**src/hw/rtl/idv_pkg.sv**
```systemverilog
// ----------------------------------------------------------------------------
// idv_pkg: shared types, constants and a helper for the identity number check
// Character codes, position limits and the mod-10 helper used by the
// accumulator and the check stage.
// ----------------------------------------------------------------------------
`default_nettype none

package idv_pkg;

	// Character codes and string geometry
	localparam logic [7:0] CHAR_ZERO = 8'h30;
	localparam logic [7:0] CHAR_NINE = 8'h39;
	localparam logic [3:0] ID_LEN    = 4'd11;
	localparam logic [3:0] CNT_SAT   = 4'd12;
	localparam logic [3:0] CHK_POS   = 4'd9;
	localparam logic [3:0] FINAL_POS = 4'd10;

	// Reciprocal of ten: floor(x / 10) == (x * 205) >> 11 for x < 1029
	localparam logic [7:0] RECIP10   = 8'd205;
	localparam int         RECIP_SH  = 11;

	// Snapshot of the accumulated string, handed to the check stage
	typedef struct packed {
		logic       base_ok;  // length, digits-only and leading-digit checks
		logic       wsum_neg; // weighted sum is negative
		logic [8:0] wsum_mag; // magnitude of 7*odd - even
		logic [3:0] tenth;    // digit at position 9
		logic [6:0] sum10;    // sum of digits 0..9
		logic [3:0] fin;      // digit at position 10
	} snap_t;

	// Remainder of a 9-bit value by ten (reciprocal multiply and correction)
	function automatic logic [3:0] mod10(input logic [8:0] x);
		logic [16:0] prod;
		logic [5:0]  quo;
		logic [8:0]  quo10;
		logic [8:0]  rem;
		prod  = x * RECIP10;
		quo   = prod[16:RECIP_SH];
		quo10 = {quo, 3'b000} + {2'b00, quo, 1'b0};
		rem   = x - quo10;
		return rem[3:0];
	endfunction

endpackage

`default_nettype wire

```
**src/hw/rtl/idv_acc.sv**
```systemverilog
// ----------------------------------------------------------------------------
// idv_acc: per-string accumulator
// Holds the running count, flags and digit sums of the string in flight and
// presents the updated snapshot for the transaction being retired.
// ----------------------------------------------------------------------------
`default_nettype none

module idv_acc (
	input  wire logic          clk,
	input  wire logic          arst_n,
	input  wire logic [7:0]    ch_s1,
	input  wire logic          last_s1,
	input  wire logic          upd,
	output idv_pkg::snap_t     snap
);

	logic [3:0] count_q;
	logic       nondig_q;
	logic       lz_q;
	logic [5:0] odd_q;
	logic [5:0] even_q;
	logic [6:0] sum10_q;
	logic [3:0] tenth_q;

	logic       is_digit;
	logic [3:0] dig;
	logic [7:0] ch_off;
	logic [3:0] count_n;
	logic       nondig_n;
	logic       lz_n;
	logic [5:0] odd_n;
	logic [5:0] even_n;
	logic [6:0] sum10_n;
	logic [3:0] tenth_n;
	logic [3:0] fin_n;
	logic [9:0] odd_x7;
	logic [9:0] wsum;

	// Digit decode
	assign is_digit = (ch_s1 >= idv_pkg::CHAR_ZERO) && (ch_s1 <= idv_pkg::CHAR_NINE);
	assign ch_off   = ch_s1 - idv_pkg::CHAR_ZERO;
	assign dig      = is_digit ? ch_off[3:0] : 4'd0;

	// Next state for this character
	always_comb begin
		count_n  = (count_q < idv_pkg::CNT_SAT) ? count_q + 4'd1 : count_q;
		nondig_n = nondig_q | ~is_digit;
		lz_n     = lz_q | ((count_q == 4'd0) && (ch_s1 == idv_pkg::CHAR_ZERO));
		odd_n    = odd_q;
		even_n   = even_q;
		sum10_n  = sum10_q;
		tenth_n  = tenth_q;
		fin_n    = (count_q == idv_pkg::FINAL_POS) ? dig : 4'd0;
		if (is_digit && (count_q < idv_pkg::FINAL_POS)) begin
			sum10_n = sum10_q + {3'd0, dig};
			if (count_q < idv_pkg::CHK_POS) begin
				if (!count_q[0]) begin
					odd_n = odd_q + {2'd0, dig};
				end else begin
					even_n = even_q + {2'd0, dig};
				end
			end else begin
				tenth_n = dig;
			end
		end
	end

	// Weighted sum 7*odd - even, range -36..315
	assign odd_x7 = {1'b0, odd_n, 3'b000} - {4'd0, odd_n};
	assign wsum   = odd_x7 - {4'd0, even_n};

	always_comb begin
		snap.base_ok  = (count_n == idv_pkg::ID_LEN) && !nondig_n && !lz_n;
		snap.wsum_neg = wsum[9];
		snap.wsum_mag = wsum[9] ? 9'(-wsum) : wsum[8:0];
		snap.tenth    = tenth_n;
		snap.sum10    = sum10_n;
		snap.fin      = fin_n;
	end

	// State registers: cleared after the final character of each string
	always_ff @(posedge clk or negedge arst_n) begin
		if (!arst_n) begin
			count_q  <= '0;
			nondig_q <= 1'b0;
			lz_q     <= 1'b0;
			odd_q    <= '0;
			even_q   <= '0;
			sum10_q  <= '0;
			tenth_q  <= '0;
		end else if (upd) begin
			if (last_s1) begin
				count_q  <= '0;
				nondig_q <= 1'b0;
				lz_q     <= 1'b0;
				odd_q    <= '0;
				even_q   <= '0;
				sum10_q  <= '0;
				tenth_q  <= '0;
			end else begin
				count_q  <= count_n;
				nondig_q <= nondig_n;
				lz_q     <= lz_n;
				odd_q    <= odd_n;
				even_q   <= even_n;
				sum10_q  <= sum10_n;
				tenth_q  <= tenth_n;
			end
		end
	end

endmodule

`default_nettype wire

```
**src/hw/rtl/identity_number_check_digit_validator.sv**
```systemverilog
// ----------------------------------------------------------------------------
// identity_number_check_digit_validator: identity number check-digit validator
// Streams an identity number one character per transaction and returns one
// verdict on the transaction flagged last.
// ----------------------------------------------------------------------------
// One character is accepted every clock cycle. A transaction passes an input
// register, the accumulator stage (running sums and flags, plus the weighted
// sum 7*odd - even) and the check stage (two mod-10 reductions and compares)
// that loads the result register. Only the final character of a string
// produces a result transaction; the accumulated state clears behind it, so
// the next string may start in the following cycle. Input stalls only when
// all stages are occupied behind an unread result.
`default_nettype none

module identity_number_check_digit_validator (
	input  wire logic       clk,
	input  wire logic       arst_n,
	input  wire logic       in_valid,
	output logic            in_ready,
	input  wire logic [7:0] ch,
	input  wire logic       last,
	output logic            out_valid,
	input  wire logic       out_ready,
	output logic            id_valid
);

	logic           valid_s1;
	logic [7:0]     ch_s1;
	logic           last_s1;
	logic           valid_s2;
	idv_pkg::snap_t snap_s2;
	idv_pkg::snap_t snap_next;
	logic           out_valid_q;
	logic           id_valid_q;

	logic           ready_o;
	logic           ready_s2;
	logic           adv_s1;
	logic           adv_s2;
	logic [3:0]     wrem;
	logic [3:0]     srem;
	logic           chk_ok;
	logic           verdict;

	// Stage handshakes
	assign ready_o  = !out_valid_q || out_ready;
	assign ready_s2 = !valid_s2 || ready_o;
	assign in_ready = !valid_s1 || ready_s2;
	assign adv_s1   = valid_s1 && ready_s2;
	assign adv_s2   = valid_s2 && ready_o;

	// Input register
	always_ff @(posedge clk or negedge arst_n) begin
		if (!arst_n) begin
			valid_s1 <= 1'b0;
		end else if (in_ready) begin
			valid_s1 <= in_valid;
		end
	end

	always_ff @(posedge clk) begin
		if (in_ready && in_valid) begin
			ch_s1   <= ch;
			last_s1 <= last;
		end
	end

	// Accumulator
	idv_acc u_acc (
		.clk     (clk),
		.arst_n  (arst_n),
		.ch_s1   (ch_s1),
		.last_s1 (last_s1),
		.upd     (adv_s1),
		.snap    (snap_next)
	);

	// Snapshot register: only final characters go on
	always_ff @(posedge clk or negedge arst_n) begin
		if (!arst_n) begin
			valid_s2 <= 1'b0;
		end else if (ready_s2) begin
			valid_s2 <= adv_s1 && last_s1;
		end
	end

	always_ff @(posedge clk) begin
		if (adv_s1 && last_s1) begin
			snap_s2 <= snap_next;
		end
	end

	// Check digits; a negative weighted sum passes only on a zero remainder
	assign wrem    = idv_pkg::mod10(snap_s2.wsum_mag);
	assign srem    = idv_pkg::mod10({2'b00, snap_s2.sum10});
	assign chk_ok  = snap_s2.wsum_neg ? ((wrem == 4'd0) && (snap_s2.tenth == 4'd0))
	                                  : (wrem == snap_s2.tenth);
	assign verdict = snap_s2.base_ok && chk_ok && (srem == snap_s2.fin);

	// Result register
	always_ff @(posedge clk or negedge arst_n) begin
		if (!arst_n) begin
			out_valid_q <= 1'b0;
		end else if (ready_o) begin
			out_valid_q <= valid_s2;
		end
	end

	always_ff @(posedge clk) begin
		if (adv_s2) begin
			id_valid_q <= verdict;
		end
	end

	assign out_valid = out_valid_q;
	assign id_valid  = id_valid_q;

endmodule

`default_nettype wire

```
**config.mk**
```make
export PLATFORM = sky130hd
export DESIGN_NAME = identity_number_check_digit_validator
export DESIGN_NICKNAME = d
export VERILOG_FILES = /design/src/hw/rtl/idv_pkg.sv /design/src/hw/rtl/idv_acc.sv /design/src/hw/rtl/identity_number_check_digit_validator.sv
export SDC_FILE = /design/constraint.sdc
export NUM_CORES = 1
export LEC_CHECK = 0
export BUFFER_PORTS_ARGS = -buffer_cell sky130_fd_sc_hd__buf_2
export CAP_MARGIN = 25
export CORE_UTILIZATION = 59
export CTS_BUF_LIST = sky130_fd_sc_hd__clkbuf_8
export DETAILED_ROUTE_END_ITERATION = 6
export PLACE_DENSITY_LB_ADDON = 0.12
export SLEW_MARGIN = 25
export SYNTH_ARGS = -nofsm -noshare
export SYNTH_HDL_FRONTEND = slang
export SYNTH_SLANG_ARGS = --single-unit
```
**constraint.sdc**
```tcl
create_clock -name clk -period 5.6 [get_ports clk]
set_input_delay 0.56 -clock clk [delete_from_list [all_inputs] [get_ports clk]]
set_output_delay 0.56 -clock clk [all_outputs]
set_load 0.02 [all_outputs]
```
==> results of run 1 <==
==> worst paths after layout <==
| path | start | end | slack (ns) | depth (start not counted) |
|---|---|---|---|---|
| worst max register to register | snap_s2[17] | id_valid | 0.28 | 22 |
| max in group asynchronous | arst_n | u_acc.odd_q[5] | 4.84 | 1 |
| worst max-delay path | snap_s2[17] | id_valid | 0.28 | 22 |
| worst min register to register | u_acc.even_q[5] | u_acc.even_q[5] | 0.51 | 1 |
| min in group clk | ch[5] | ch_s1[5] | 0.39 | 1 |
| worst min-delay path | arst_n | valid_s1 | 0.27 | 1 |
==> worst max-delay path: cells and delay by family (launching register included) <==
family	cells	cell delay, ns
simple gates	6	0.71
fa+ha+maj	6	2.33
buf+inv	3	0.28
compound gates	5	1.00
flops	1	0.41
xor+xnor	2	0.36
==> cells by family after synthesis <==
kind of cell | count (synthesis) | share of synthesized area
AND/OR/NAND/NOR | 132 | 0.111
XOR/XNOR | 48 | 0.0709
buffers and inverters | 99 | 0.0651
flip-flops | 68 | 0.312
AO/OA/AOI/OAI | 104 | 0.118
adder cells (fa/ha/maj) | 127 | 0.299
multiplexers | 14 | 0.0247
==> per-stage QoR <==
stage | total power, mW | util | instances | instance area [sq um] | setup TNS, ns
after global placement | 2.34 | 0.634 | 733 | 6260 | 0
after floorplan | 2.06 | - | 592 | 6040 | 0
after CTS | 2.89 | 0.658 | 749 | 6490 | 0
after global routing | 3.29 | 0.673 | 758 | 6640 | -0.0248
after detailed placement | 2.42 | 0.635 | 733 | 6260 | -0.0455
final | 3.02 | 0.673 | 758 | 6640 | 0
==> synthesized netlist by cell type, drive strengths merged (8+ instances only) <==
master | n | area [sq um]
nand3 | 10 | 50.1
nor2b | 8 | 50.1
fa | 29 | 581
clkbuf | 9 | 33.8
xnor2 | 37 | 332
nand2 | 41 | 154
inv | 88 | 330
ha | 98 | 1230
o21ai | 35 | 183
edfxtp | 36 | 1080
a21o | 9 | 67.6
dfrtp | 32 | 801
xor2 | 11 | 96.3
a22o | 9 | 78.8
nor2 | 31 | 116
a21oi | 18 | 90.1
==> layout by cell type, fill, tap and decap left out, drive strengths merged, types with 3 or more instances in the layout <==
cell type and count:
mux2 7, nor3b 4, buf 27, ha 98, inv 88, and3 4, o31a 3, nand2 41
a21o 9, clkbuf 10, bufinv 3, nor3 6, and2 6, a22oi 3, xor2 11, o21ai 35
nand3 10, mux2i 7, a22o 9, nor4b 3, a21oi 18, clkinv 3, xnor2 37, o21bai 3
nand2b 7, dfrtp 32, nor2b 8, nor2 31, fa 29, nand4 3, edfxtp 36
==> where the power goes <==
group / leakage [nW] / internal, mW / switching, mW
logic: 2.34 / 0.949 / 1.01
clock network: 0.114 / 0.263 / 0.188
registers: 0.784 / 0.573 / 0.0379
total: 3.24 / 1.78 / 1.24
==> metal layers <==
metal,GRT usage,vias up,wire (um)
met3,0.0414,13,316
met1,0.294,1977,5250
met4,0.0693,0,153
met2,0.388,57,5590
met5,0,-,0
li1,-,2087,-
==> state kept, by name, indices dropped and copies added, names as in the netlist <==
signal and count:
valid_s1 1, valid_s2 1, u_acc.sum10_q 7, last_s1 1
out_valid 1, snap_s2 26, id_valid 1, u_acc.even_q 6
u_acc.nondig_q 1, u_acc.odd_q 6, u_acc.lz_q 1, u_acc.tenth_q 4
ch_s1 8, u_acc.count_q 4
==> what timing repair did <==
| action | 4_1_cts | 5_1_grt |
|---|---|---|
| cloned | 0 | 0 |
| pin swaps | 0 | 17 |
| setup endpoints to repair | 1 | 1 |
| setup buffers | 0 | 8 |
| resized for setup | 1 | 11 |
==> area by class of cell <==
cell class	count	area [sq um]	area share
clock buffers	10	138	0.0207
repair buffers	27	185	0.0279
flip-flops and latches	68	1880	0.283
well taps	133	166	0.0251
inverters	89	348	0.0524
clock inverters	6	88.8	0.0134
multi-input cells	425	3830	0.577
==> key figures, run 1 <==
Yosys
  – Post-Syn Area: between 0.006 and 0.007 sq mm
  – YS warnings: 0
  – Ys async rst share: 0.471
  – Post-synth EDFFs: 36
  – Synthesized instance count: 592
  – Most common flop cell mapped by yosys: edfxtp_1
  – Yosys reg bits: between 60 and 70
  – Unique masters post-synth: 60
  – Syn avg cell area: between 10 and 15 sq um
  – Syn nets: 732
  – Sequential-to-total area share from yosys stat: 0.312

Worst setup path
  – Crit path top cell by count: fa_1
  – Crit. End Element: flop
  – CP arrival: approximately 5.4 ns
  – Worst setup SP type: flop
  – CP peak stage delay: 0.50 ns
  – Worst Path Required: ~5.7 ns
  – Kind of critical path: flop to flop
  – Peak fanout along the critical path: 3
  – CP max stage cell: fa_1
  – Ordered cell list for the critical path: buf_4 -> ha_4 -> inv_1 -> fa_1 -> fa_1 -> inv_1 -> fa_1 -> ha_1 -> a211o_1 -> nor2b_1 -> a211oi_2 -> nor2b_1 -> nor2_1 -> xnor2_1 -> ha_1 -> nor3b_4 -> nor2_1 -> a32oi_1 -> o211ai_1 -> xnor2_1 -> a21boi_2 -> nor4b_2

Place
  – Port bufs: 15
  – GP Congestion: slightly below 0.9
  – Post-detail-place hpwl: just under 9 mm
  – Post-place setup slack: -0.0455 ns

GRT
  – Initial antenna violation count: 0
  – Total GRT Usage: 0.227
  – Vias in the first global route: ~4000
  – First-pass GRT wire length: 18.4 mm
  – Pin count of the biggest net entering global routing: 33
  – Total grt overflow: 0

Detailed routing
  – Via count: between 4000 and 5000
  – Antenna Violating Nets Remaining: 0
  – Drt via density: about 5.5
  – Drt wl/cell: between 10 and 15 um
  – DRC errors left: 0
  – WL final: about 11 mm
  – Pre-antenna DRT Iters: 4
  – DRT iter0 DRCs: approximately 160

Floorplanning
  – Die height: 103 um
  – # IOs: 16
  – Die Wd: a little over 100 um
  – Die ar.: about 0.011 sq mm
  – Starting Density: 0.612
  – # rows: 36
  – Core Region: between 0.009 and 0.01 sq mm

Timing
  – Worst setup margin: about 0.28 ns
  – Hold_ws: 0.275 ns
  – Tcrit/Tclk final: 0.950
  – Fin. max-slew vios: 0
  – Final setup viols: 0
  – Fmax: roughly 0.19 GHz
  – Relative slew slack: 0.405
  – Fin Clk Skew: approximately 0.0077 ns
  – Tmin final: 5.32 ns
  – Hold Violations, Final: 0
  – Slew @ Worst Pin: between 0.8 and 0.9 ns

Min path
  – Worst hold path class: primary input to async pin

Final layout
  – Nets: 760
  – Proportion of layout cells with a drive suffix above 1: 0.112
  – Fill cell count: slightly below 800
  – Area Growth Syn to Fin: 10.0%
  – Diodes inserted: 0

Clock network
  – Cts bufs inserted: 9
  – Clock sink count: 68
  – Htree depth: 3
  – CTS tree: yes
  – Maximum root-to-sink buffer count: 2
  – Hold_buf cts: 0
  – Reg clk slew, reported paths: roughly 0.08 ns
  – Clock Latency Late Sink: 0.34 ns
  – CTS Root Cell: clkbuf_8

Power and ir drop
  – Lkg Pwr: 3.24 nW
  – Pwr dens: ~460 mW/mm^2
  – IR drop worst, VDD: approximately 0.42 mV

Outcome
  – Outcome: finished clean

Flow run
  – Max-Cap Viols: 0
(Power assumes the default switching activity.)
==> run 2: changes to the inputs <==
--- a/config.mk
+++ b/config.mk
@@ -5,11 +5,11 @@
 export SDC_FILE = /design/constraint.sdc
 export NUM_CORES = 1
 export LEC_CHECK = 0
-export BUFFER_PORTS_ARGS = -buffer_cell sky130_fd_sc_hd__buf_2
 export CAP_MARGIN = 25
-export CORE_UTILIZATION = 59
-export CTS_BUF_LIST = sky130_fd_sc_hd__clkbuf_8
+export CORE_UTILIZATION = 60
+export CTS_BUF_LIST = sky130_fd_sc_hd__clkbuf_2 sky130_fd_sc_hd__clkbuf_4 sky130_fd_sc_hd__clkbuf_8
 export DETAILED_ROUTE_END_ITERATION = 6
+export DONT_BUFFER_PORTS = 1
 export PLACE_DENSITY_LB_ADDON = 0.12
 export SLEW_MARGIN = 25
 export SYNTH_ARGS = -nofsm -noshare
==> run 2 against run 1 <==
  * Combinational power increased by 6%
  * Utilization decreased by 0.19 points
  * Sequential power about the same
  * Critical endpoint unchanged
==> key figures, run 2 (synthesized netlist as in run 1, its figures left out) <==
Final layout
  – Proportion of layout cells with a drive suffix above 1: 0.0949 (-0.0171)
  – Fill cell count: 760 (-3.1%)
  – Diodes inserted: 0 (unchanged)
  – Final Util: 0.672 (-0.00186)
  – Largest regs: snap_s2 x26, ch_s1 x8, u_acc.sum10_q x7
  – Nets: 746 (-1.8%)
  – Area Growth Syn to Fin: 8.70%
  – Final instance area: 0.00656 sq mm (-1.2%)
  – Commonest non-fill, non-tap cells in the layout: 93 x ha_1, 87 x inv_1, 41 x nand2_1, 36 x edfxtp_1, 35 x xnor2_1
  – Layout Cells excl Fill: 744 (-1.8%)
  – Reg with most FFs: snap_s2
  – Max FFs per register: 26 (unchanged)
  – Most common cell after layout, fill and taps aside: ha_1

Detailed routing
  – DRC errors left: 0 (unchanged)
  – Top Metal Used: met4
  – Drt via density: 5.45 (about the same)
  – DRT iter0 DRCs: 183 (+13%)
  – Via count: 4056 (-1.9%)
  – Metal-1 WL: 5.18 mm (-1.4%)
  – Drt wl/cell: 14.7 um (-1.8%)
  – Pre-antenna DRT Iters: 4 (unchanged)
  – WL final: 10.9 mm (-3.6%)
  – Antenna Violating Nets Remaining: 0 (unchanged)
  – Met3 WL post-DR: 232 um (-27%)
  – Met2 wire length: 5.34 mm (-4.6%)

GRT
  – Total GRT Usage: 0.234 (+0.00711)
  – Initial antenna violation count: 0 (unchanged)
  – Total grt overflow: 0 (unchanged)
  – First-pass GRT wire length: 18.7 mm (+2.0%)
  – Vias in the first global route: 4052 (+1.5%)
  – Pin count of the biggest net entering global routing: 33 (unchanged)

Power and ir drop
  – Seq pwr share: 0.198 (-0.004)
  – Pwr dens: 470 mW/mm^2 (+3.3%)
  – Tot Pwr: 3.08 mW (+2.0%)
  – P_int: 1.82 mW (+1.8%)
  – Combinational power share: 0.671 (+0.022)
  – Sw frac: 0.411 (+0.00106)
  – IR drop worst, VDD: 0.477 mV (+14%)
  – Net Switching: 1.27 mW (+2.3%)
  – Lkg Pwr: 3.18 nW (-1.7%)
  – Clock power frac: 0.131 (-0.018)

Place
  – Placed Area: 0.00620 sq mm (-0.88%)
  – Placed cell count: 721 (-1.6%)
  – Post-detail-place hpwl: 8.81 mm (-1.0%)
  – GP Congestion: 0.897 (+3.0%)
  – Port bufs: 0 (-15)

Worst setup path
  – Worst R2R End: id_valid
  – Critical path origin: snap_s2[16]
  – Crit. End Element: flop
  – Worst Path Required: 5.69 ns (about the same)
  – Worst setup SP type: flop
  – R2R cell count: 21 (-4.5%)
  – CP endpoint: id_valid
  – CP arrival: 5.40 ns (-0.02 ns)
  – Kind of critical path: flop to flop
  – R2R Path Start: snap_s2[16]
  – Peak fanout along the critical path: 4 (+1)
  – FF-to-FF setup slack: 0.29 ns (about the same)

Clock network
  – Reg clk slew, reported paths: 0.08 ns (about the same)
  – Maximum root-to-sink buffer count: 2 (unchanged)
  – Clock Latency Late Sink: 0.34 ns (about the same)
  – Clock sink count: 68 (unchanged)
  – CTS Root Cell: clkbuf_8
  – Cts bufs inserted: 9 (unchanged)
  – Htree depth: 3 (unchanged)
  – CTS tree: yes

Timing
  – Fin Clk Skew: 0.0125 ns (+0.00483 ns)
  – Final setup viols: 0 (unchanged)
  – Fmax: 0.188 GHz (+0.18%)
  – Tmin final: 5.31 ns (-0.00964 ns)
  – Slew @ Worst Pin: 0.660 ns (-0.230 ns)
  – Relative slew slack: 0.560 (+0.155)
  – Hold Violations, Final: 0 (unchanged)
  – Fin. max-slew vios: 0 (unchanged)
  – Tcrit/Tclk final: 0.948 (-0.00172)
  – Hold_ws: 0.0344 ns (-0.240 ns)

Floorplanning
  – Core Region: 0.00977 sq mm (-0.91%)
  – Die Wd: 102 um (-0.82%)
  – # IOs: 16 (unchanged)
  – Starting Density: 0.618 (+0.00564)
  – # rows: 36 (unchanged)
  – Die ar.: 0.0105 sq mm (-1.6%)
  – Die height: 102 um (-0.82%)

Flow run
  – Max-Cap Viols: 0 (unchanged)

Min path
  – Worst hold path class: primary input to async pin

Outcome
  – Outcome: finished clean
[run 2: layout make-up]
cell class	count	area, sq um	share of cell area
multi-input combinational	425	3850	0.587
tap	133	166	0.0254
sequential	68	1880	0.287
timing repair buffer	13	114	0.0173
inverter	89	348	0.0530
clock buffer	12	153	0.0233
clock inverter	4	48.8	0.00743
[run 2: worst min path at each step]
stage                     startpoint               to  slack [ns]  depth (start not counted)
after floorplan               arst_n        out_valid        0.26                          0
after detailed placement      arst_n  u_acc.even_q[3]        0.27                          0
final                         arst_n  u_acc.even_q[1]        0.03                          1
after global routing          arst_n  u_acc.even_q[0]        0.04                          1
after CTS                     arst_n  u_acc.even_q[1]        0.03                          1
after global placement        arst_n  u_acc.even_q[3]        0.27                          0
[run 2: worst max-delay path: stages, from the launching register on]
cell      delay, ns
edfxtp_1       0.50
ha_4           0.32
inv_1          0.05
fa_1           0.48
fa_1           0.54
inv_1          0.05
fa_1           0.54
ha_4           0.21
a211o_1        0.27
nor2b_1        0.14
a211oi_2       0.18
nor2b_1        0.08
nor2_1         0.13
xnor2_1        0.09
ha_1           0.32
nor3b_4        0.22
nor2_1         0.07
a32oi_1        0.22
o211ai_1       0.14
xnor2_1        0.24
a21boi_1       0.22
nor4b_2        0.07
[run 2: routing by layer]
metal  track usage  vias up
li1              -     2068
met1         0.298     1922
met2         0.407       52
met3        0.0363       14
met4        0.0802        0
met5             0        -
[run 2: per-stage QoR]
stage,setup TNS [ns],setup WS (ns)
6_report,0,0.292
5_1_grt,-0.0419,-0.0419
4_1_cts,0,0.0932
3_5_place_dp,0,0.00502
3_3_place_gp,0,0.204
2_1_floorplan,0,0.296
[run 2: power groups by stage]
stage	combinational [mW]	sequential [mW]	clock (mW)
2_1_floorplan	1.45	0.608	0
6_report	2.07	0.612	0.404
3_3_place_gp	1.73	0.620	0
5_1_grt	2.36	0.618	0.435
4_1_cts	1.83	0.612	0.416
3_5_place_dp	1.80	0.622	0
[run 2: timing repair]
item,in CTS,in global routing
pin swaps,0,14
hold buffers,1,0
buffers inserted,0,5
gates resized for setup,1,13
gates cloned,0,0
setup endpoints to repair,1,1
hold endpoints to repair,32,0
==> run 3: changes to the inputs <==
--- a/config.mk
+++ b/config.mk
@@ -11,6 +11,7 @@
 export DETAILED_ROUTE_END_ITERATION = 6
 export DONT_BUFFER_PORTS = 1
 export PLACE_DENSITY_LB_ADDON = 0.12
+export RECOVER_POWER = 50
 export SLEW_MARGIN = 25
 export SYNTH_ARGS = -nofsm -noshare
 export SYNTH_HDL_FRONTEND = slang
==> run 3 against run 2 <==
  * The flow now finishes with violations (capacitance limit, slew limit)
  * Sequential share of layout area increased by 0.12 points
  * Largest power group unchanged
  * Global-route usage is the same
  * Die area is the same
  * Clock skew rose by 0.00088 ns
  * Critical endpoint unchanged
  * Cell area decreased by 0.40%
  * Fmax about the same
  * Register-to-register slack hardly changed
  * Critical path depth is the same
  * Wire length grew 0.56%
  * Worst setup slack is essentially flat
  * Critical path type unchanged
  * Sequential power about the same
==> key figures, run 3 (synthesized netlist as in run 1, its figures left out) <==
Floorplanning
  – Core Region: 0.00977 sq mm (unchanged)
  – Die Wd: 102 um (unchanged)
  – Starting Density: 0.618 (unchanged)
  – # IOs: 16 (unchanged)
  – # rows: 36 (unchanged)
  – Die height: 102 um (unchanged)
  – Die ar.: 0.0105 sq mm (unchanged)

Detailed routing
  – Drt via density: 5.46 (+0.15%)
  – DRT iter0 DRCs: 181 (-1.1%)
  – Drt wl/cell: 14.7 um (+0.56%)
  – Via count: 4062 (+0.15%)
  – WL final: 11.0 mm (+0.56%)
  – Antenna Violating Nets Remaining: 0 (unchanged)
  – DRC errors left: 0 (unchanged)
  – Pre-antenna DRT Iters: 4 (unchanged)

Final layout
  – Largest regs: snap_s2 x26, ch_s1 x8, u_acc.sum10_q x7
  – Diodes inserted: 0 (unchanged)
  – Nets: 746 (unchanged)
  – Final Util: 0.669 (-0.00269)
  – Proportion of layout cells with a drive suffix above 1: 0.0884 (-0.00655)
  – Reg with most FFs: snap_s2
  – Final instance area: 0.00654 sq mm (-0.40%)
  – Most common cell after layout, fill and taps aside: ha_1
  – Fill cell count: 765 (+0.66%)
  – Commonest non-fill, non-tap cells in the layout: 93 x ha_1, 87 x inv_1, 41 x nand2_1, 36 x edfxtp_1, 35 x xnor2_1
  – Area Growth Syn to Fin: 8.27%
  – Layout Cells excl Fill: 744 (unchanged)
  – Max FFs per register: 26 (unchanged)

Worst setup path
  – Kind of critical path: flop to flop
  – R2R Path Start: snap_s2[16]
  – Critical path origin: snap_s2[16]
  – Crit. End Element: flop
  – Worst setup SP type: flop
  – CP arrival: 5.40 ns (about the same)
  – Worst Path Required: 5.69 ns (about the same)
  – Peak fanout along the critical path: 4 (unchanged)

GRT
  – Total grt overflow: 0 (unchanged)
  – Vias in the first global route: 4052 (unchanged)
  – Pin count of the biggest net entering global routing: 33 (unchanged)
  – Initial antenna violation count: 0 (unchanged)
  – Total GRT Usage: 0.234 (unchanged)
  – First-pass GRT wire length: 18.7 mm (unchanged)

Timing
  – Tmin final: 5.31 ns (+0.000241 ns)
  – Fin Setup TNS: 0 ns (unchanged)
  – Fin Clk Skew: 0.0134 ns (+0.000880 ns)
  – Relative slew slack: -0.213 (-0.772)
  – Hold Violations, Final: 0 (unchanged)
  – Hold_ws: 0.310 ns (+0.276 ns)
  – Fin. max-slew vios: 33 (+33)
  – Final setup viols: 0 (unchanged)
  – Tcrit/Tclk final: 0.948 (about the same)
  – Worst setup margin: 0.292 ns (-0.000241 ns)
  – Slew @ Worst Pin: 1.82 ns (+1.16 ns)
  – Fmax: 0.188 GHz (about the same)

Clock network
  – Clock sink count: 68 (unchanged)
  – CTS Root Cell: clkbuf_8
  – CTS tree: yes
  – Clock Latency Late Sink: 0.34 ns (about the same)
  – Reg clk slew, reported paths: 0.07 ns (about the same)
  – Maximum root-to-sink buffer count: 2 (unchanged)
  – Cts bufs inserted: 9 (unchanged)
  – Htree depth: 3 (unchanged)

Min path
  – HP Start: ch[0]
  – Worst hold path class: primary input to flop

Place
  – Placed cell count: 721 (unchanged)
  – Post-detail-place hpwl: 8.81 mm (unchanged)
  – Post-place setup slack: 0.00502 ns (unchanged)
  – Placed Area: 0.00620 sq mm (unchanged)
  – GP Congestion: 0.897 (unchanged)
  – Port bufs: 0 (unchanged)

Outcome
  – Outcome: complete, but fails checks
  – Violated checks: capacitance limit, slew limit

Power and ir drop
  – Tot Pwr: 3.08 mW (about the same)
  – IR drop worst, VDD: 0.478 mV (about the same)
  – Lkg Pwr: 3.16 nW (-0.62%)
  – Pwr dens: 472 mW/mm^2 (+0.35%)

Flow run
  – Max-Cap Viols: 1 (+1)
-- run 3: cell count changes in the layout (fill, tap and decap cells not counted), moves of 2 or more --
cell / delta
buf_4: -2
and2_0: +5
and2_1: -5
clkbuf_1: +3
-- run 3: cell type report --
| type | instances | area (sq um) | share of cell area |
|---|---|---|---|
| Inverter | 89 | 348 | 0.0532 |
| Clock buffer | 12 | 153 | 0.0233 |
| Clock inverter | 4 | 48.8 | 0.00746 |
| Multi-Input combinational cell | 425 | 3850 | 0.589 |
| Sequential cell | 68 | 1880 | 0.288 |
| Tap cell | 133 | 166 | 0.0255 |
| Timing Repair Buffer | 13 | 90.1 | 0.0138 |
-- run 3: critical path, stage by stage (launching register included) --
cell      delay [ns]
edfxtp_1        0.50
ha_4            0.32
inv_1           0.05
fa_1            0.48
fa_1            0.54
inv_1           0.05
fa_1            0.54
ha_4            0.21
a211o_1         0.27
nor2b_1         0.14
a211oi_2        0.18
nor2b_1         0.08
nor2_1          0.13
xnor2_1         0.09
ha_1            0.32
nor3b_4         0.22
nor2_1          0.07
a32oi_1         0.22
o211ai_1        0.14
xnor2_1         0.24
a21boi_1        0.22
nor4b_2         0.07
-- run 3: layer usage --
layer / global-route usage / vias up / wire length [um]
li1: - / 2063 / -
met1: 0.298 / 1935 / 5170
met2: 0.407 / 50 / 5380
met3: 0.0363 / 14 / 247
met4: 0.0802 / 0 / 165
met5: 0 / - / 0
-- run 3: timing repair --
| item | CTS | global route |
|---|---|---|
| buffers inserted | 0 | 5 |
| hold buffers | 1 | 0 |
| gates resized for setup | 1 | 13 |
| hold endpoints to repair | 32 | 0 |
| pin swaps | 0 | 14 |
| setup endpoints to repair | 1 | 1 |
-- run 3: final timing paths --
path                                    end  slack [ns]  cells past startpoint
setup / recovery                   id_valid        0.29                     21
min in group asynchronous   u_acc.even_q[1]        0.69                      1
hold / removal                     ch_s1[0]        0.31                      0
setup reg to reg                   id_valid        0.29                     21
max in group asynchronous  u_acc.sum10_q[5]        3.84                      1
hold reg to reg             u_acc.even_q[5]        0.51                      1
-- run 3: report_power, final --
part	internal, mW	total, mW	switching [mW]	leakage, nW
registers	0.573	0.612	0.0392	0.784
logic	1.01	2.07	1.05	2.27
clock network	0.227	0.404	0.177	0.107
total	1.81	3.08	1.27	3.16
